### config.mk
export PLATFORM = sky130hd
export DESIGN_NAME = delay_error_histogram_bound_unit
export DESIGN_NICKNAME = d
export VERILOG_FILES = /design/src/rtl/dehb_pkg.sv /design/src/rtl/delay_error_histogram_bound_unit.sv
export SDC_FILE = /design/constraint.sdc
export NUM_CORES = 1
export LEC_CHECK = 0
export ABC_AREA = 1
export BUFFER_PORTS_ARGS = -buffer_cell sky130_fd_sc_hd__clkbuf_2
export CAP_MARGIN = 20
export CORE_UTILIZATION = 30
export CTS_CLUSTER_DIAMETER = 150
export DETAILED_ROUTE_END_ITERATION = 6
export PLACE_DENSITY_LB_ADDON = 0.1
export REMOVE_ABC_BUFFERS = 1
export SYNTH_ARGS = -nofsm -noshare
export SYNTH_HDL_FRONTEND = slang
export SYNTH_SLANG_ARGS = --single-unit
### constraint.sdc
create_clock -name clk -period 6.9 [get_ports clk]
set_clock_uncertainty 0.1 [all_clocks]
set_input_delay 1.38 -clock clk [delete_from_list [all_inputs] [get_ports clk]]
set_output_delay 1.38 -clock clk [all_outputs]
set_load 0.02 [all_outputs]
### src/rtl/dehb_pkg.sv
// dehb_pkg: shared types and fixed constants of the delay error histogram bound unit
// field widths, operation and register codes, reset values, state encoding
// no dependencies
`timescale 1ns / 1ps

package dehb_pkg;

  localparam int RATE_W     = 18;
  localparam int BOUND_W    = 6;
  localparam int ERR_W      = 24;
  localparam int OP_W       = 2;
  localparam int CFG_IDX_W  = 1;
  localparam int CFG_DATA_W = 18;

  // samples to milliseconds
  localparam int MS_SCALE   = 1000;
  localparam int MS_SCALE_W = 10;

  localparam logic [RATE_W-1:0]  RATE_RESET  = 18'd16000;
  localparam logic [BOUND_W-1:0] MIN_RESET   = 6'd8;
  localparam logic [BOUND_W-1:0] BOUND_RESET = 6'd28;
  localparam logic [BOUND_W-1:0] BOUND_MAX   = 6'd63;

  // fewest counts for a bound from the histogram
  localparam int MIN_TOTAL = 5;
  // 5 percent point is total / 20
  localparam int LO_DIV    = 20;

  typedef enum logic [OP_W-1:0] {
    OP_ADD   = 2'd0,
    OP_EVAL  = 2'd1,
    OP_CLEAR = 2'd2
  } op_t;

  typedef enum logic [CFG_IDX_W-1:0] {
    REG_CAPTURE_RATE = 1'd0,
    REG_MIN_BOUND    = 1'd1
  } reg_idx_t;

  typedef enum logic [7:0] {
    ST_IDLE  = 8'b0000_0001,
    ST_DIV   = 8'b0000_0010,
    ST_IDX   = 8'b0000_0100,
    ST_RD    = 8'b0000_1000,
    ST_INC   = 8'b0001_0000,
    ST_SUM   = 8'b0010_0000,
    ST_SPLIT = 8'b0100_0000,
    ST_DONE  = 8'b1000_0000
  } state_t;

  // walk state shares the split code path, own encoding below
  typedef enum logic [1:0] {
    WK_OFF = 2'b01,
    WK_RUN = 2'b10
  } walk_t;

endpackage

### src/rtl/delay_error_histogram_bound_unit.sv
// delay_error_histogram_bound_unit: histogram of delay errors and adaptive jump bound
// one module: bit-serial restoring divider, bin memory with valid bits, sequencer
// depends on dehb_pkg
`timescale 1ns / 1ps

// One word in, one word out, one at a time. Add converts the error to a bin with a
// restoring divider that retires one quotient bit per cycle, then reads and writes the
// bin; a zero error skips the divider. Evaluate sums the bins one per cycle, finds the
// 5 percent point with the same divider, then walks the bins one per cycle; it skips
// the divider and the walk when fewer than 5 counts are held. Clear and the unused
// code go straight to the done state, which waits while the previous result is still
// stalled. A new word is taken while the previous result waits on out_stall.
// The bin store reads as zero after reset and after clear through per-bin valid bits.
module delay_error_histogram_bound_unit
  import dehb_pkg::*;
#(
  parameter int NUM_BINS       = 26,
  parameter int HALF_WINDOW_MS = 50,
  parameter int BIN_WIDTH_MS   = 4,
  parameter int COUNT_WIDTH    = 16
) (
  input  logic                    clk,
  input  logic                    rst_n,
  input  logic                    in_valid,
  output logic                    in_stall,
  input  logic [OP_W-1:0]         in_operation,
  input  logic signed [ERR_W-1:0] in_error_samples,
  output logic                    out_valid,
  input  logic                    out_stall,
  output logic [BOUND_W-1:0]      out_bound_ms,
  input  logic                    cfg_we,
  input  logic [CFG_IDX_W-1:0]    cfg_index,
  input  logic [CFG_DATA_W-1:0]   cfg_wdata
);

  localparam int IW    = $clog2(NUM_BINS);
  localparam int AW    = $clog2(NUM_BINS + 1);
  localparam int TW    = COUNT_WIDTH + $clog2(NUM_BINS);
  localparam int TW1   = TW + 1;
  localparam int N_W   = ERR_W + MS_SCALE_W;
  localparam int DVW   = (N_W > TW) ? N_W : TW;
  localparam int CNTW  = $clog2(DVW);
  localparam int BW_W  = $clog2(BIN_WIDTH_MS + 1);
  localparam int DSW   = RATE_W + BW_W;
  localparam int HB    = HALF_WINDOW_MS / BIN_WIDTH_MS;
  localparam int SW    = $clog2(2 * HB + NUM_BINS + 1);
  localparam int DW    = IW + BW_W + BOUND_W;

  localparam logic [COUNT_WIDTH-1:0] COUNT_MAX = {COUNT_WIDTH{1'b1}};

  // control
  state_t                state_r, state_nxt;
  logic [NUM_BINS-1:0]   vld_r, vld_nxt;
  logic [BOUND_W-1:0]    bound_r, bound_nxt;
  logic [RATE_W-1:0]     rate_r, rate_nxt;
  logic [BOUND_W-1:0]    min_r, min_nxt;
  logic                  out_valid_r, out_valid_nxt;
  logic                  pv_r, pv_nxt;
  walk_t                 walk_r, walk_nxt;

  // datapath
  logic [BOUND_W-1:0]    out_bound_r, out_bound_nxt;
  logic                  is_add_r, is_add_nxt;
  logic                  neg_r, neg_nxt;
  logic                  sat_r, sat_nxt;
  logic [DVW-1:0]        dvd_r, dvd_nxt;
  logic [DSW-1:0]        dsr_r, dsr_nxt;
  logic [DSW-1:0]        rem_r, rem_nxt;
  logic [TW-1:0]         quo_r, quo_nxt;
  logic [CNTW-1:0]       cnt_r, cnt_nxt;
  logic [AW-1:0]         addr_r, addr_nxt;
  logic [IW-1:0]         widx_r, widx_nxt;
  logic [IW-1:0]         left_r, left_nxt;
  logic [TW-1:0]         total_r, total_nxt;
  logic [TW-1:0]         run_r, run_nxt;
  logic [TW-1:0]         hi_r, hi_nxt;

  // bin store
  logic [COUNT_WIDTH-1:0] bins_mem [NUM_BINS];
  logic [COUNT_WIDTH-1:0] rd_data_r;
  logic                   rd_vld_r;
  logic                   rd_en;
  logic                   mem_we;
  logic [COUNT_WIDTH-1:0] mem_wdata;

  // combinational helpers
  logic                   accept;
  logic [ERR_W-1:0]       mag;
  logic [N_W-1:0]         n_full;
  logic [DSW:0]           r2;
  logic [DSW:0]           rsub;
  logic                   ge;
  logic [TW:0]            qw;
  logic [SW-1:0]          qsel;
  logic [SW-1:0]          idx_sum;
  logic [COUNT_WIDTH-1:0] bin_val;
  logic [TW-1:0]          run_sum;
  logic [IW-1:0]          left_cur;
  logic [IW-1:0]          diff;
  logic [DW-1:0]          span;
  logic [BOUND_W-1:0]     span_sat;
  logic                   issue;
  logic                   out_free;

  assign in_stall     = (state_r != ST_IDLE);
  assign accept       = in_valid && (state_r == ST_IDLE);
  assign out_valid    = out_valid_r;
  assign out_bound_ms = out_bound_r;
  assign out_free     = !out_valid_r || !out_stall;

  assign mag    = in_error_samples[ERR_W-1] ? (~in_error_samples + 1'b1) : in_error_samples;
  assign n_full = N_W'(mag) * N_W'(MS_SCALE);

  // one restoring division step
  assign r2   = {rem_r, dvd_r[DVW-1]};
  assign rsub = r2 - {1'b0, dsr_r};
  assign ge   = (r2 >= {1'b0, dsr_r});
  assign qw   = {quo_r, ge};

  // bin index from the clamped quotient
  assign qsel    = sat_r ? SW'(HB) : SW'(quo_r);
  assign idx_sum = neg_r ? (SW'(HB) - qsel) : (SW'(HB) + qsel);

  assign bin_val  = rd_vld_r ? rd_data_r : '0;
  assign run_sum  = run_r + TW'(bin_val);
  assign left_cur = (run_r <= quo_r) ? widx_r : left_r;
  assign diff     = widx_r - left_cur;
  assign span     = DW'(diff >> 1) * DW'(BIN_WIDTH_MS);
  assign span_sat = (span > DW'(BOUND_MAX)) ? BOUND_MAX : span[BOUND_W-1:0];
  assign issue    = (addr_r < AW'(NUM_BINS));

  always_comb begin
    state_nxt     = state_r;
    vld_nxt       = vld_r;
    bound_nxt     = bound_r;
    rate_nxt      = rate_r;
    min_nxt       = min_r;
    out_valid_nxt = out_valid_r;
    pv_nxt        = pv_r;
    walk_nxt      = walk_r;
    out_bound_nxt = out_bound_r;
    is_add_nxt    = is_add_r;
    neg_nxt       = neg_r;
    sat_nxt       = sat_r;
    dvd_nxt       = dvd_r;
    dsr_nxt       = dsr_r;
    rem_nxt       = rem_r;
    quo_nxt       = quo_r;
    cnt_nxt       = cnt_r;
    addr_nxt      = addr_r;
    widx_nxt      = widx_r;
    left_nxt      = left_r;
    total_nxt     = total_r;
    run_nxt       = run_r;
    hi_nxt        = hi_r;
    rd_en         = 1'b0;
    mem_we        = 1'b0;
    mem_wdata     = bin_val;

    if (out_valid_r && !out_stall) begin
      out_valid_nxt = 1'b0;
    end

    if (cfg_we) begin
      unique case (cfg_index)
        REG_CAPTURE_RATE: rate_nxt = cfg_wdata[RATE_W-1:0];
        REG_MIN_BOUND:    min_nxt  = cfg_wdata[BOUND_W-1:0];
      endcase
    end

    unique case (state_r)
      ST_IDLE: begin
        if (accept) begin
          case (in_operation)
            OP_ADD: begin
              is_add_nxt = 1'b1;
              neg_nxt    = in_error_samples[ERR_W-1];
              dvd_nxt    = DVW'(n_full);
              dsr_nxt    = DSW'(rate_r) * DSW'(BIN_WIDTH_MS);
              rem_nxt    = '0;
              quo_nxt    = '0;
              sat_nxt    = 1'b0;
              cnt_nxt    = '0;
              state_nxt  = (mag == '0) ? ST_IDX : ST_DIV;
            end
            OP_EVAL: begin
              bound_nxt = min_r;
              addr_nxt  = '0;
              pv_nxt    = 1'b0;
              total_nxt = '0;
              state_nxt = ST_SUM;
            end
            OP_CLEAR: begin
              vld_nxt   = '0;
              state_nxt = ST_DONE;
            end
            default: begin
              state_nxt = ST_DONE;
            end
          endcase
        end
      end
      ST_DIV: begin
        rem_nxt = ge ? rsub[DSW-1:0] : r2[DSW-1:0];
        dvd_nxt = {dvd_r[DVW-2:0], 1'b0};
        cnt_nxt = cnt_r + CNTW'(1);
        if (is_add_r) begin
          if (sat_r || (qw > TW1'(HB))) begin
            sat_nxt = 1'b1;
          end else begin
            quo_nxt = qw[TW-1:0];
          end
        end else begin
          quo_nxt = qw[TW-1:0];
        end
        if (cnt_r == CNTW'(DVW - 1)) begin
          state_nxt = is_add_r ? ST_IDX : ST_SPLIT;
        end
      end
      ST_IDX: begin
        if (idx_sum > SW'(NUM_BINS - 1)) begin
          addr_nxt = AW'(NUM_BINS - 1);
        end else begin
          addr_nxt = AW'(idx_sum);
        end
        state_nxt = ST_RD;
      end
      ST_RD: begin
        rd_en     = 1'b1;
        state_nxt = ST_INC;
      end
      ST_INC: begin
        mem_we    = 1'b1;
        mem_wdata = (bin_val == COUNT_MAX) ? bin_val : (bin_val + COUNT_WIDTH'(1));
        vld_nxt[addr_r[IW-1:0]] = 1'b1;
        state_nxt = ST_DONE;
      end
      ST_SUM: begin
        if (pv_r) begin
          total_nxt = total_r + TW'(bin_val);
        end
        if (issue) begin
          rd_en    = 1'b1;
          addr_nxt = addr_r + AW'(1);
          pv_nxt   = 1'b1;
        end else begin
          pv_nxt = 1'b0;
        end
        if (!issue && !pv_r) begin
          if (total_r < TW'(MIN_TOTAL)) begin
            state_nxt = ST_DONE;
          end else begin
            is_add_nxt = 1'b0;
            dvd_nxt    = DVW'(total_r);
            dsr_nxt    = DSW'(LO_DIV);
            rem_nxt    = '0;
            quo_nxt    = '0;
            sat_nxt    = 1'b0;
            cnt_nxt    = '0;
            state_nxt  = ST_DIV;
          end
        end
      end
      ST_SPLIT: begin
        unique case (walk_r)
          WK_OFF: begin
            // 95 percent point is total minus the rounded-up 5 percent share
            hi_nxt   = total_r - quo_r - TW'(rem_r != '0);
            run_nxt  = '0;
            left_nxt = '0;
            widx_nxt = '0;
            addr_nxt = '0;
            pv_nxt   = 1'b0;
            walk_nxt = WK_RUN;
          end
          WK_RUN: begin
            if (pv_r) begin
              run_nxt  = run_sum;
              left_nxt = left_cur;
              widx_nxt = widx_r + IW'(1);
            end
            if (issue) begin
              rd_en    = 1'b1;
              addr_nxt = addr_r + AW'(1);
              pv_nxt   = 1'b1;
            end else begin
              pv_nxt = 1'b0;
            end
            if (pv_r && (run_sum >= hi_r)) begin
              if (span_sat > min_r) begin
                bound_nxt = span_sat;
              end
              walk_nxt  = WK_OFF;
              state_nxt = ST_DONE;
            end else if (!issue && !pv_r) begin
              walk_nxt  = WK_OFF;
              state_nxt = ST_DONE;
            end
          end
          default: begin
            walk_nxt = WK_OFF;
          end
        endcase
      end
      ST_DONE: begin
        if (out_free) begin
          out_valid_nxt = 1'b1;
          out_bound_nxt = bound_r;
          state_nxt     = ST_IDLE;
        end
      end
      default: begin
        state_nxt = ST_IDLE;
      end
    endcase
  end

  always_ff @(posedge clk) begin
    if (!rst_n) begin
      state_r     <= ST_IDLE;
      vld_r       <= '0;
      bound_r     <= BOUND_RESET;
      rate_r      <= RATE_RESET;
      min_r       <= MIN_RESET;
      out_valid_r <= 1'b0;
      pv_r        <= 1'b0;
      walk_r      <= WK_OFF;
    end else begin
      state_r     <= state_nxt;
      vld_r       <= vld_nxt;
      bound_r     <= bound_nxt;
      rate_r      <= rate_nxt;
      min_r       <= min_nxt;
      out_valid_r <= out_valid_nxt;
      pv_r        <= pv_nxt;
      walk_r      <= walk_nxt;
    end
  end

  always_ff @(posedge clk) begin
    out_bound_r <= out_bound_nxt;
    is_add_r    <= is_add_nxt;
    neg_r       <= neg_nxt;
    sat_r       <= sat_nxt;
    dvd_r       <= dvd_nxt;
    dsr_r       <= dsr_nxt;
    rem_r       <= rem_nxt;
    quo_r       <= quo_nxt;
    cnt_r       <= cnt_nxt;
    addr_r      <= addr_nxt;
    widx_r      <= widx_nxt;
    left_r      <= left_nxt;
    total_r     <= total_nxt;
    run_r       <= run_nxt;
    hi_r        <= hi_nxt;
  end

  // bin store, one read and one write port
  always_ff @(posedge clk) begin
    if (rd_en) begin
      rd_data_r <= bins_mem[addr_r[IW-1:0]];
      rd_vld_r  <= vld_r[addr_r[IW-1:0]];
    end
    if (mem_we) begin
      bins_mem[addr_r[IW-1:0]] <= mem_wdata;
    end
  end

endmodule
* After elaboration in Yosys (flattened, before gate mapping) *
Memory sizes are Yosys's and may differ from the RTL's. A register that Yosys moved wholly into a read port is not among the register bits.
Cells that the tools add are included.

storage, ports and cells
  flip-flop bits (word level) = 259
  RAM bits = 416
  output and inout port bits = 8
  memories = 1

memories
  memory    depth  bits a word  read ports  clocked after memory_dff  wr ports  RTL line                                RTL
  bins_mem  26     16           1           1                         1         delay_error_histogram_bound_unit.sv:79  logic [COUNT_WIDTH-1:0] bins_mem [NUM_BINS];

cells by class
  $add $sub $neg = 13
  multipliers = 1
  $lt $le $gt $ge = 11
  eq/ne operators = 34
  multiplexer cells = 99
  bitwise gates (word level) = 3
  reduce and logical (&&, ||, !) cells = 38

operator list
  kind                                                            count
  two-way mux 21 bit                                              15
  two-way mux 34 bit                                              4
  case mux 21 bit (2 select lines)                                3
  case mux 21 bit (3 select lines)                                2
  case mux 34 bit (3 select lines)                                1
  two-way mux 6 bit                                               12
  two-way mux 8 bit                                               8
  case mux 8 bit (8 select lines)                                 1
  two-way mux 26 bit                                              2
  case mux 26 bit (2 select lines)                                1
  two-way mux 16 bit                                              3
  adder 21 x 16 -> 21 bit                                         2
  subtractor 21 bit                                               2
  two-way mux 5 bit                                               7
  multiplier 24 x 7 -> 31 bit, second input constant              1
  case mux 5 bit (2 select lines)                                 3
  OR 26 bit                                                       1
  adder 24 x 1 -> 24 bit, second input constant                   1
  zero test 24 bit                                                1
  two-way mux 24 bit                                              1
  inequality test 2 bit, second input constant                    12
  inverter 24 bit                                                 1
  greater-or-equal comparator 22 x 21 -> 1 bit                    1
  greater-than comparator 22 x 4 -> 1 bit, second input constant  1
  60 further kinds                                                113

* Depth between registers and ports, before layout *
Gate-level depths: netlist of the first run.

  depth after elaboration = 10
  mapped depth = 29
  mapped depth without buffers = 27

* Least setup slack after synthesis of the first run *
OpenSTA, ideal clock, no wires.

  path kind = input-to-reg
  start point = input port in_error_samples[0]
  end point = register dvd_r[31] (data pin)
  data arrival time = 6.089 ns
  path slack = 0.457 ns
  cell stages on the path = 20
  cell sequence = inv_1 -> ha_1 -> nand3_1 -> inv_1 -> nand2_1 -> o41ai_1 -> xor2_1 -> fa_1 -> inv_1 -> fa_1 -> fa_1 -> fa_1 -> inv_1 -> ha_1 -> a21oi_1 -> o21ai_0 -> a221oi_1 -> o2111ai_1 -> nand3_1 -> nand2_1

on the way
  longest elaborated chain between the ends = 7

ends and longest elaborated chain
  item                                RTL line                                 RTL
  start, declared                     delay_error_histogram_bound_unit.sv:27   input logic signed [ERR_W-1:0] in_error_samples,
  inverter 24 bit                     delay_error_histogram_bound_unit.sv:111  assign mag = in_error_samples[ERR_W-1] ? (~in_error_samples + 1'b1) : in_error_samples;
  adder 24 x 1 -> 24 bit              delay_error_histogram_bound_unit.sv:111
  two-way mux 24 bit *                delay_error_histogram_bound_unit.sv:111
  multiplier 24 x 7 -> 31 bit *       delay_error_histogram_bound_unit.sv:112  assign n_full = N_W'(mag) * N_W'(MS_SCALE);
  two-way mux 34 bit *                delay_error_histogram_bound_unit.sv:174  case (in_operation)
  two-way mux 34 bit *                delay_error_histogram_bound_unit.sv:173  if (accept) begin
  case mux 34 bit (3 select lines) *  delay_error_histogram_bound_unit.sv:171  unique case (state_r)
  net dvd_nxt[31]                     delay_error_histogram_bound_unit.sv:66   logic [DVW-1:0] dvd_r, dvd_nxt;
  end signal, assigned                delay_error_histogram_bound_unit.sv:345  dvd_r <= dvd_nxt;
  end, declared                       delay_error_histogram_bound_unit.sv:66

The timed path passes the listed nets; every way through them passes the cells marked *. The select of a mux whose other input is x is not followed.
A chain may end at the register's enable or synchronous reset.

* Worst setup path in the final report of the first run *
  start point = input port in_error_samples[0]
  end point = register dvd_r[33] (data pin)

The elaborated chain is that of the path after synthesis.

==> results of run 1 <==
==> synthesized netlist by cell type, types with 68 or more instances <==
cell type | instances | share of area [%]
edfxtp_1 | 620 | 49
inv_1 | 460 | 4.6
fa_1 | 77 | 4.1
nand3_1 | 95 | 1.3
nand2_1 | 527 | 5.3
nor2_1 | 509 | 5.1
ha_1 | 213 | 7.1
o22ai_1 | 89 | 1.5
o21ai_0 | 365 | 4.9
dfxtp_1 | 68 | 3.6
xor2_1 | 79 | 1.8
clkbuf_1 | 98 | 0.98
a21oi_1 | 234 | 3.1
==> final timing paths <==
| kind | slack (ps) | start | to |
|---|---|---|---|
| max | 800 | in_error_samples[0] | dvd_r[33]$_DFFE_PP_ |
| min | 320 | bound_r[5]$_SDFFE_PN0P_ | out_bound_ms[5]$_DFFE_PP_ |
| max reg2reg | 1310 | rd_vld_r$_DFFE_PP_ | bound_r[5]$_SDFFE_PN0P_ |
| min reg2reg | 320 | bound_r[5]$_SDFFE_PN0P_ | out_bound_ms[5]$_DFFE_PP_ |
==> through the flow <==
step / util (%) / instance area (sq um) / total power, mW / setup slack [ps] / hold WS [ps]
final: 34.6 / 43000 / 20.3 / 803 / 324
after global routing: 34.6 / 43000 / 22.1 / 244 / 340
after CTS: 34.6 / 43000 / 20.6 / 764 / 334
after detailed placement: 32.6 / 40400 / 16.3 / 63.4 / 318
after global placement: 32.5 / 40400 / 16.3 / 113 / 316
after floorplan: - / 37100 / 12.9 / -2180 / 308
==> logic make-up after synthesis <==
kind of cell	Yosys count
muxes	3
buffers and inverters	604
adders and majority gates	290
and+or+nand+nor	1279
AOI/OAI and AO/OA	853
xor gates and xnor gates	110
DFF	688
==> flip-flops by register name (all words and copies together) (netlist names), 18 cells and up <==
register	flops
bins_mem	416
dvd_r	34
vld_r	26
hi_r	21
quo_r	21
rem_r	21
run_r	21
total_r	21
dsr_r	18
rate_r	18
==> worst register-to-register path: stages (launching register included) <==
cell and delay [ps]:
edfxtp_1 790, nand2_1 340, inv_1 200, ha_1 290, a21oi_1 150, o21ai_0 100
a21oi_1 260, o21ai_1 200, a21boi_0 450, o21bai_1 150, xnor2_1 380, inv_1 90
ha_1 310, a21oi_1 140, o21ai_0 120, a21oi_1 400, nand4_1 280, nand2_1 200
o21ai_0 110, nand2_2 220, nand2_1 80, nand2_1 60, a21oi_1 40
==> cells in the final DEF, fill, tap and decap left out, types with 57 or more instances in the layout <==
cell and count:
o22ai_1 89, buf_4 88, nand2_1 527, clkbuf_2 57
dfxtp_1 68, o21ai_0 363, xor2_1 67, nand3_1 95
clkbuf_16 81, nor2_1 500, edfxtp_1 620, inv_1 457
a21oi_1 232, fa_1 77, ha_1 213
==> power by group <==
| group | total (mW) | switching (mW) | internal [mW] |
|---|---|---|---|
| clock network | 4.22 | 1.79 | 2.43 |
| registers | 5.83 | 0.325 | 5.51 |
| logic | 10.3 | 6.87 | 3.41 |
==> routing by layer <==
metal,wire length [um],part of all wire [%]
met2,51400,46
met3,3910,3.5
met5,0,0
met1,53100,48
met4,3180,2.8
==> final cells by class <==
| cell class | count | area [sq um] |
|---|---|---|
| clock buffers | 108 | 2200 |
| clock inverters | 39 | 360 |
| flip-flops and latches | 688 | 20000 |
| fillers | 12700 | 81100 |
| inverters | 471 | 1770 |
| repair buffers | 150 | 1040 |
| well taps | 1637 | 2050 |
| multi-input cells | 2535 | 15600 |
==> impl_metrics.py, run 1 <==
metrics = {
    "drt": {
        "drc": 1,
        "via_per_inst": 4.85,
        "final_antenna_net_count": 0,
        "drt_wl_total_um": 112000,
        "firstDrtPassIters": 7,
        "drt_iter0_markers": 1798,
        "vias": 27300,
        "wire_per_inst_um": 19.8,
    },
    "placement": {
        "gp_congestion": 0.844,
        "hpwl_um": 76500,
        "dp_cells": 5481,
        "portBuffers": 57,
    },
    "grt": {
        "track_usage_pct": 17.7,
        "grt_pass1_wl_um": 170000,
        "grt_antenna_before_repair": 0,
        "gr-usage-met3_pct": 2.79,
        "grtUsageMet2_pct": 28.6,
        "grtUsageMet1_pct": 24.2,
        "grt_pass1_vias": 27400,
        "grt-busiest-layer": "met2",
        "grt_max_degree": 135,
        "overflow": 0,
    },
    "status": {
        "status": "finished with violations",
        "violations": "DRC",
    },
    "worst_hold_path": {
        "holdCritPathClass": "reg -> reg",
        "whs_path_depth": 0,
    },
    "yosys": {
        "synth.yosys.seq_area_share_pct": 53.1,
        "synth_flop_cell": "edfxtp_1",
        "synth-edff-count": 620,
        "synthAdderAreaFrac_pct": 11.2,
        "synthArstFlopShare_pct": 0,
        "muxShareOfSynthArea_pct": 0.0798,
        "synth_cell_types": 63,
        "synth-compound-area-share_pct": 12.8,
        "synth_area_sq_mm": 0.0376,
        "synth_area_per_cell_sq_um": 9.84,
        "synth-xor-area-share_pct": 2.60,
        "yosysWarnings": 0,
        "ys_ff_latch": 688,
        "synth_top_family_by_area": "simple AND/OR/NAND/NOR gates",
        "syn_inst": 3827,
        "synth-simple-area-share_pct": 14.1,
    },
    "clock_network": {
        "cts-root-buf": "clkbuf_16",
        "clk_path_buf_depth": 3,
        "hold_buffers": 0,
        "cts_htree_levels": 3,
        "cts_buffers": 80,
        "tritoncts": "yes",
        "clk_latency_ps": 680,
        "cts_sinks": 688,
        "cts_setup_buffers": 0,
        "clkTransAtPathRegs_ps": 60,
        "ctsResizeCount": 0,
    },
    "finish": {
        "diodes": 0,
        "drive_gt1_share_pct": 8.69,
        "syn2layout_area_growth_pct": 14.2,
        "finalNetCount": 4266,
        "instances_no_fill": 5628,
    },
    "critical_path": {
        "worst_path_dominant_cell_family": "adder cells",
        "crit_path_top_delay_cell": "fa_1",
        "r2r_cells": 22,
        "cp-end-kind": "flip-flop",
        "critical_path_depth": 25,
        "worstPathRequired_ps": 7200,
        "path_buf_inv": 7,
        "max_stage_delay_ps": 540,
        "crit_arrival_ps": 6400,
        "timing_worst_setup_path_type": "in -> reg",
        "crit_path_max_fanout": 6,
        "crit_top_cell": "inv_1",
        "crit_path_start_kind": "input port",
    },
    "timing": {
        "setup_viol": 0,
        "maxSlewViolCount": 0,
        "hold_viol": 0,
        "max_freq_ghz": 0.164,
        "fin_crit_sh_pct": 88.4,
        "period_minus_slack_ps": 6100,
        "relSlewSlack_pct": 29.1,
        "rsz0062_at_grt": "false",
        "worst_slew_pin_slew_ps": 1060,
        "setup-tns-final_ps": 0,
    },
    "power": {
        "p_leak_nw": 16.8,
        "ir_worst_vdd_mv": 0.220,
        "cellPowerDensity_mw_per_mm2": 473,
    },
    "job": {
        "drv_cap": 0,
    },
    "die": {
        "core_sq_mm": 0.124,
        "io_pins": 58,
        "die_x_um": 356,
        "dieArea_sq_mm": 0.127,
        "die_h_um": 356,
        "rows": 129,
        "start_util_pct": 30.3,
    },
}
Note: power is estimated with default switching activity, not from simulation.
==> run 2: changes to the inputs <==
--- a/config.mk
+++ b/config.mk
@@ -8,6 +8,8 @@
 export ABC_AREA = 1
 export BUFFER_PORTS_ARGS = -buffer_cell sky130_fd_sc_hd__clkbuf_2
 export CAP_MARGIN = 20
+export CELL_PAD_IN_SITES_DETAIL_PLACEMENT = 0
+export CELL_PAD_IN_SITES_GLOBAL_PLACEMENT = 1
 export CORE_UTILIZATION = 30
 export CTS_CLUSTER_DIAMETER = 150
 export DETAILED_ROUTE_END_ITERATION = 6
==> run 2 against run 1 <==
Against the previous run:
- the run still ends with DRC left
- final cell count grew 0.60%
- core utilization increased by 0.24 points
- clock power is 1% higher
- count of clock-buffer cells in the layout down 3
- setup slack worse by 150 ps
- critical path type unchanged
- critical endpoint is now dvd_r[31]$_DFFE_PP_
==> impl_metrics.py, run 2 (same netlist as run 1, synthesis figures left out) <==
metrics = {
    "critical_path": {
        "worstPathRequired_ps": 7210,
        "crit_path_start_kind": "input port",
        "cp-end-kind": "flip-flop",
        "crit_arrival_ps": 6550,
        "crit_path_max_fanout": 5,
        "r2r_cells": 23,
        "timing_worst_setup_path_type": "in -> reg",
    },
    "power": {
        "p_clk_share_pct": 20.6,
        "p_comb_share_pct": 51.3,
        "seqPwrFrac_pct": 28.1,
        "power.total_mw": 20.8,
        "p_leak_nw": 17.0,
        "power_switching_mw": 9.14,
        "internal-power_mw": 11.6,
        "cellPowerDensity_mw_per_mm2": 480,
        "ir_worst_vdd_mv": 0.227,
        "swShare_pct": 44.0,
    },
    "finish": {
        "drive_gt1_share_pct": 9.42,
        "syn2layout_area_growth_pct": 15.0,
        "finalNetCount": 4300,
        "layout_commonest_cell": "edfxtp_1",
        "final_cell_mix": "edfxtp_1 (620), nand2_1 (527), nor2_1 (503)",
        "multi_input_area_sq_mm": 0.0156,
        "diodes": 0,
        "final_util_pct": 34.9,
        "fillers": 12700,
        "seq_area_sq_mm": 0.0200,
        "largest_reg_flops": 416,
    },
    "worst_hold_path": {
        "whs_path_depth": 0,
        "holdCritPathClass": "reg -> reg",
    },
    "die": {
        "start_util_pct": 30.3,
        "die_x_um": 356,
        "io_pins": 58,
        "rows": 129,
        "dieArea_sq_mm": 0.127,
        "die_h_um": 356,
        "core_sq_mm": 0.124,
    },
    "grt": {
        "grtUsageMet2_pct": 30.3,
        "grt_pass1_vias": 27000,
        "track_usage_pct": 18.4,
        "gr-usage-met3_pct": 2.56,
        "grtUsageMet1_pct": 25.6,
        "overflow": 0,
        "grt_antenna_before_repair": 0,
        "grt-busiest-layer": "met2",
        "grt_max_degree": 126,
        "grt_pass1_wl_um": 175000,
    },
    "drt": {
        "firstDrtPassIters": 7,
        "drt_iter0_markers": 1681,
        "via_per_inst": 4.81,
        "drc": 12,
        "drt_wl_total_um": 116000,
        "wire_per_inst_um": 20.5,
        "vias": 27200,
        "final_antenna_net_count": 0,
    },
    "clock_network": {
        "clk_latency_ps": 690,
        "clk_path_buf_depth": 3,
        "cts_sinks": 688,
        "cts-root-buf": "clkbuf_16",
        "clkTransAtPathRegs_ps": 60,
        "cts_buffers": 81,
        "ctsResizeCount": 0,
        "tritoncts": "yes",
        "hold_buffers": 0,
        "cts_htree_levels": 3,
        "cts_setup_buffers": 0,
    },
    "timing": {
        "fin_ws_ps": 657,
        "rsz0062_at_grt": "false",
        "setup-tns-final_ps": 0,
        "hold_viol": 0,
        "worst_slew_pin_slew_ps": 1070,
        "max_freq_ghz": 0.160,
        "relSlewSlack_pct": 28.5,
        "period_minus_slack_ps": 6240,
        "fin_crit_sh_pct": 90.5,
        "whs_ps": 335,
        "setup_viol": 0,
        "maxSlewViolCount": 0,
    },
    "status": {
        "status": "finished with violations",
        "violations": "DRC",
    },
    "placement": {
        "hpwl_um": 80000,
        "portBuffers": 57,
        "place_ws_ps": -10.1,
        "gp_congestion": 0.824,
    },
    "job": {
        "drv_cap": 0,
    },
}
==> run 2: cell count changes in the layout (fill, tap and decap cells not counted), sizes merged <==
cell | previous run | this run
buf | 93 | 126
clkinv | 33 | 39
clkinvlp | 2 | 0
clkbuf | 165 | 162
==> run 2: through the flow <==
| step | cells | cell area (sq um) |
|---|---|---|
| 6_report | 5662 | 43300 |
| 5_1_grt | 5662 | 43300 |
| 4_1_cts | 5662 | 43300 |
| 3_5_place_dp | 5514 | 40700 |
| 3_3_place_gp | 5514 | 40700 |
| 2_1_floorplan | 3694 | 37100 |
==> run 2: cell type report <==
cell class / count / area share, %
clock buffers: 105 / 5.08
clock inverters: 43 / 0.940
inverters: 471 / 4.10
multi-input cells: 2535 / 36.1
flip-flops and latches: 688 / 46.2
well taps: 1637 / 4.73
repair buffers: 183 / 2.90
==> run 2: power groups by stage <==
stage | combinational (mW) | clock [mW] | sequential, mW
floorplan | 6.90 | 0 | 5.96
detailed placement | 10.8 | 0 | 5.92
finish | 10.6 | 4.28 | 5.83
CTS | 10.9 | 4.42 | 5.84
global route | 12.1 | 4.55 | 5.89
global placement | 10.9 | 0 | 5.92
==> run 2: worst max-delay path, cell delays in order <==
cell	delay (ps)
clkbuf_2	90
inv_1	90
ha_1	220
nand3_1	160
inv_1	90
nand2_1	100
o41ai_1	250
buf_4	180
nand2_1	60
xor2_1	190
inv_1	180
ha_1	320
inv_1	50
fa_1	570
fa_1	450
fa_1	530
inv_1	40
ha_1	330
a21oi_1	210
buf_4	140
o21ai_0	80
a221oi_1	440
o2111ai_1	210
nand3_1	130
nand2_1	60
==> run 2: path summary, 6_finish.rpt <==
check,start,end,slack [ps]
setup / recovery,in_error_samples[0],dvd_r[31]$_DFFE_PP_,660
hold / removal,bound_r[5]$_SDFFE_PN0P_,out_bound_ms[5]$_DFFE_PP_,340
setup reg to reg,rd_vld_r$_DFFE_PP_,state_r[7]$_SDFFE_PN0P_,1440
hold reg to reg,bound_r[5]$_SDFFE_PN0P_,out_bound_ms[5]$_DFFE_PP_,340
==> run 2: per-layer routing <==
| metal | vias to the layer above | wire length, um |
|---|---|---|
| met3 | 106 | 3630 |
| met5 | - | 0 |
| met2 | 371 | 54400 |
| met4 | 0 | 1930 |
| met1 | 13300 | 55900 |
| li1 | 13500 | - |
==> run 3: changes to the inputs <==
--- a/config.mk
+++ b/config.mk
@@ -6,15 +6,16 @@
 export NUM_CORES = 1
 export LEC_CHECK = 0
 export ABC_AREA = 1
-export BUFFER_PORTS_ARGS = -buffer_cell sky130_fd_sc_hd__clkbuf_2
 export CAP_MARGIN = 20
 export CELL_PAD_IN_SITES_DETAIL_PLACEMENT = 0
 export CELL_PAD_IN_SITES_GLOBAL_PLACEMENT = 1
 export CORE_UTILIZATION = 30
 export CTS_CLUSTER_DIAMETER = 150
 export DETAILED_ROUTE_END_ITERATION = 6
+export DONT_BUFFER_PORTS = 1
 export PLACE_DENSITY_LB_ADDON = 0.1
 export REMOVE_ABC_BUFFERS = 1
 export SYNTH_ARGS = -nofsm -noshare
 export SYNTH_HDL_FRONTEND = slang
 export SYNTH_SLANG_ARGS = --single-unit
+export TNS_END_PERCENT = 5
==> constraint.sdc (replaced) <==
create_clock -name clk -period 5.56 [get_ports clk]
set_clock_uncertainty 0.1 [all_clocks]
set_input_delay 1.112 -clock clk [delete_from_list [all_inputs] [get_ports clk]]
set_output_delay 1.112 -clock clk [all_outputs]
set_load 0.02 [all_outputs]
==> run 3 against run 2 <==
Against the previous run:
- the run now ends clean
- sequential power is 24% higher
- setup slack worse by 460 ps
- non-clock buffer count is 95 higher
- global-route usage is 0.050 points higher
- hold slack worse by 4.1 ps
- register-to-register slack worse by 780 ps
- cell area is 2.8% higher
- largest cell class unchanged
==> impl_metrics.py, run 3 (same netlist as run 1, synthesis figures left out) <==
metrics = {
    "placement": {
        "portBuffers": 0,
        "hpwl_um": 80800,
        "gp_congestion": 0.823,
        "place_area_sq_mm": 0.0416,
        "place_ws_ps": -851,
    },
    "critical_path": {
        "max_stage_delay_ps": 550,
        "reg2reg_to": "hi_r[14]$_DFFE_PP_",
        "timing_worst_setup_path_type": "in -> reg",
        "crit_path_max_fanout": 5,
        "crit_path_top_delay_cell": "fa_1",
        "r2r_cells": 17,
        "cp-end-kind": "flip-flop",
        "reg2reg_slack_ps": 660,
        "worstPathRequired_ps": 5870,
        "cp-startpoint": "in_error_samples[0]",
        "cp_cell_sequence": "clkinvlp_4, ha_4, buf_4, inv_1, nand2_1, nand2_1, nand2_1, ha_1, xnor2_1, fa_1, fa_1, inv_1, fa_1, ha_1, a21oi_1, o211ai_1, a21oi_1, o21ai_0, or2_2, nand3_1, o211ai_1",
        "r2r-start": "rem_r[12]$_SDFFCE_PN0P_",
        "crit_path_start_kind": "input port",
        "crit_arrival_ps": 5680,
    },
    "timing": {
        "setup_viol": 0,
        "relSlewSlack_pct": 30.4,
        "max_freq_ghz": 0.186,
        "fin_crit_sh_pct": 96.5,
        "worst_slew_pin_slew_ps": 1040,
        "rsz0062_at_grt": "true",
        "period_minus_slack_ps": 5370,
        "maxSlewViolCount": 0,
        "fin_ws_ps": 193,
        "whs_ps": 331,
        "hold_viol": 0,
    },
    "finish": {
        "largest_reg_flops": 416,
        "fillers": 12600,
        "post-route-cell-area_sq_mm": 0.0445,
        "layout_commonest_cell": "edfxtp_1",
        "syn2layout_area_growth_pct": 18.2,
        "final_cell_mix": "edfxtp_1 (620), nand2_1 (520), nor2_1 (493)",
        "drive_gt1_share_pct": 12.8,
        "finalNetCount": 4394,
    },
    "grt": {
        "grt_antenna_before_repair": 3,
        "overflow": 0,
        "grt_pass1_wl_um": 176000,
        "track_usage_pct": 18.4,
        "grt_pass1_vias": 27800,
        "grt_max_degree": 138,
    },
    "drt": {
        "drt_iter0_markers": 1745,
        "firstDrtPassIters": 7,
        "vias": 27600,
        "drc": 0,
        "wire_per_inst_um": 20.2,
        "via_per_inst": 4.79,
        "drt_wl_total_um": 116000,
        "final_antenna_net_count": 0,
    },
    "status": {
        "status": "finished clean",
    },
    "die": {
        "die_x_um": 356,
        "die_h_um": 356,
        "io_pins": 58,
        "dieArea_sq_mm": 0.127,
        "rows": 129,
        "start_util_pct": 30.3,
        "core_sq_mm": 0.124,
    },
    "clock_network": {
        "clkTransAtPathRegs_ps": 60,
        "cts_setup_buffers": 0,
        "cts_sinks": 688,
        "cts-root-buf": "clkbuf_16",
        "clk_latency_ps": 690,
        "cts_htree_levels": 3,
        "clk_path_buf_depth": 3,
        "tritoncts": "yes",
        "cts_buffers": 80,
    },
    "power": {
        "cellPowerDensity_mw_per_mm2": 613,
        "ir_worst_vdd_mv": 0.327,
        "p_leak_nw": 17.5,
    },
    "worst_hold_path": {
        "hold_start": "bound_r[1]$_SDFFE_PN0P_",
        "whs_path_depth": 0,
        "holdCritPathClass": "reg -> reg",
        "hold-path-endpoint": "out_bound_ms[1]$_DFFE_PP_",
    },
    "job": {
        "drv_cap": 0,
    },
}
==> run 3: final cells by class <==
cell class / count / area [sq um] / area share, %
multi-input combinational: 2535 / 15900 / 35.8
inverter: 471 / 1780 / 4.00
antenna: 1 / 2.50 / 0.00562
timing repair buffer: 278 / 2210 / 4.96
sequential: 688 / 20000 / 44.9
tap: 1637 / 2050 / 4.60
clock inverter: 38 / 387 / 0.869
clock buffer: 106 / 2140 / 4.81
==> run 3: power by group <==
part | leakage (nW) | internal [mW] | switching (mW)
clock | 1.21 | 2.88 | 2.27
sequential | 6.24 | 6.83 | 0.404
combinational | 10.0 | 5.64 | 9.24
total | 17.5 | 15.3 | 11.9
==> run 3: worst max-delay path by stage <==
stage / endpoint / depth (start not counted)
3_5_place_dp: dvd_r[31]$_DFFE_PP_ / 24
4_1_cts: dvd_r[27]$_DFFE_PP_ / 26
2_1_floorplan: bins_mem[0][0]$_DFFE_PP_ / 4
6_report: dvd_r[19]$_DFFE_PP_ / 21
3_3_place_gp: dvd_r[31]$_DFFE_PP_ / 24
5_1_grt: dvd_r[27]$_DFFE_PP_ / 26
==> run 3: stage by stage <==
| step | std cells | power [mW] | setup TNS [ps] | util [%] |
|---|---|---|---|---|
| finish | 5754 | 27.3 | 0 | 35.8 |
| global route | 5753 | 29.6 | -439 | 35.8 |
| CTS | 5749 | 27.2 | -17.7 | 35.5 |
| detailed placement | 5605 | 21.8 | -12040 | 33.5 |
| global placement | 5605 | 22.0 | -12110 | 33.5 |
| floorplan | 3694 | 16.0 | -869030 | - |
==> run 3: worst max-delay path, delay by kind of cell <==
family | cells | cell delay (ps)
AND/OR/NAND/NOR | 5 | 690
adder cells (fa/ha/maj) | 6 | 2420
AO/OA/AOI/OAI | 5 | 900
buffers and inverters | 4 | 330
XOR/XNOR | 1 | 220
==> run 3: routing by layer <==
layer | track usage (%) | part of all wire, % | vias up
met5 | 0 | 0 | -
met4 | 5.46 | 2.8 | 0
met3 | 2.84 | 3.5 | 142
met2 | 29.9 | 46 | 409
met1 | 25.3 | 47 | 13300
li1 | - | - | 13700
==> run 3: what timing repair did <==
item | CTS | global route
gates resized for setup | 6 | 72
hold buffers | 0 | 0
setup endpoints to repair | 5 | 20
pin swaps | 0 | 19
gates cloned | 0 | 0
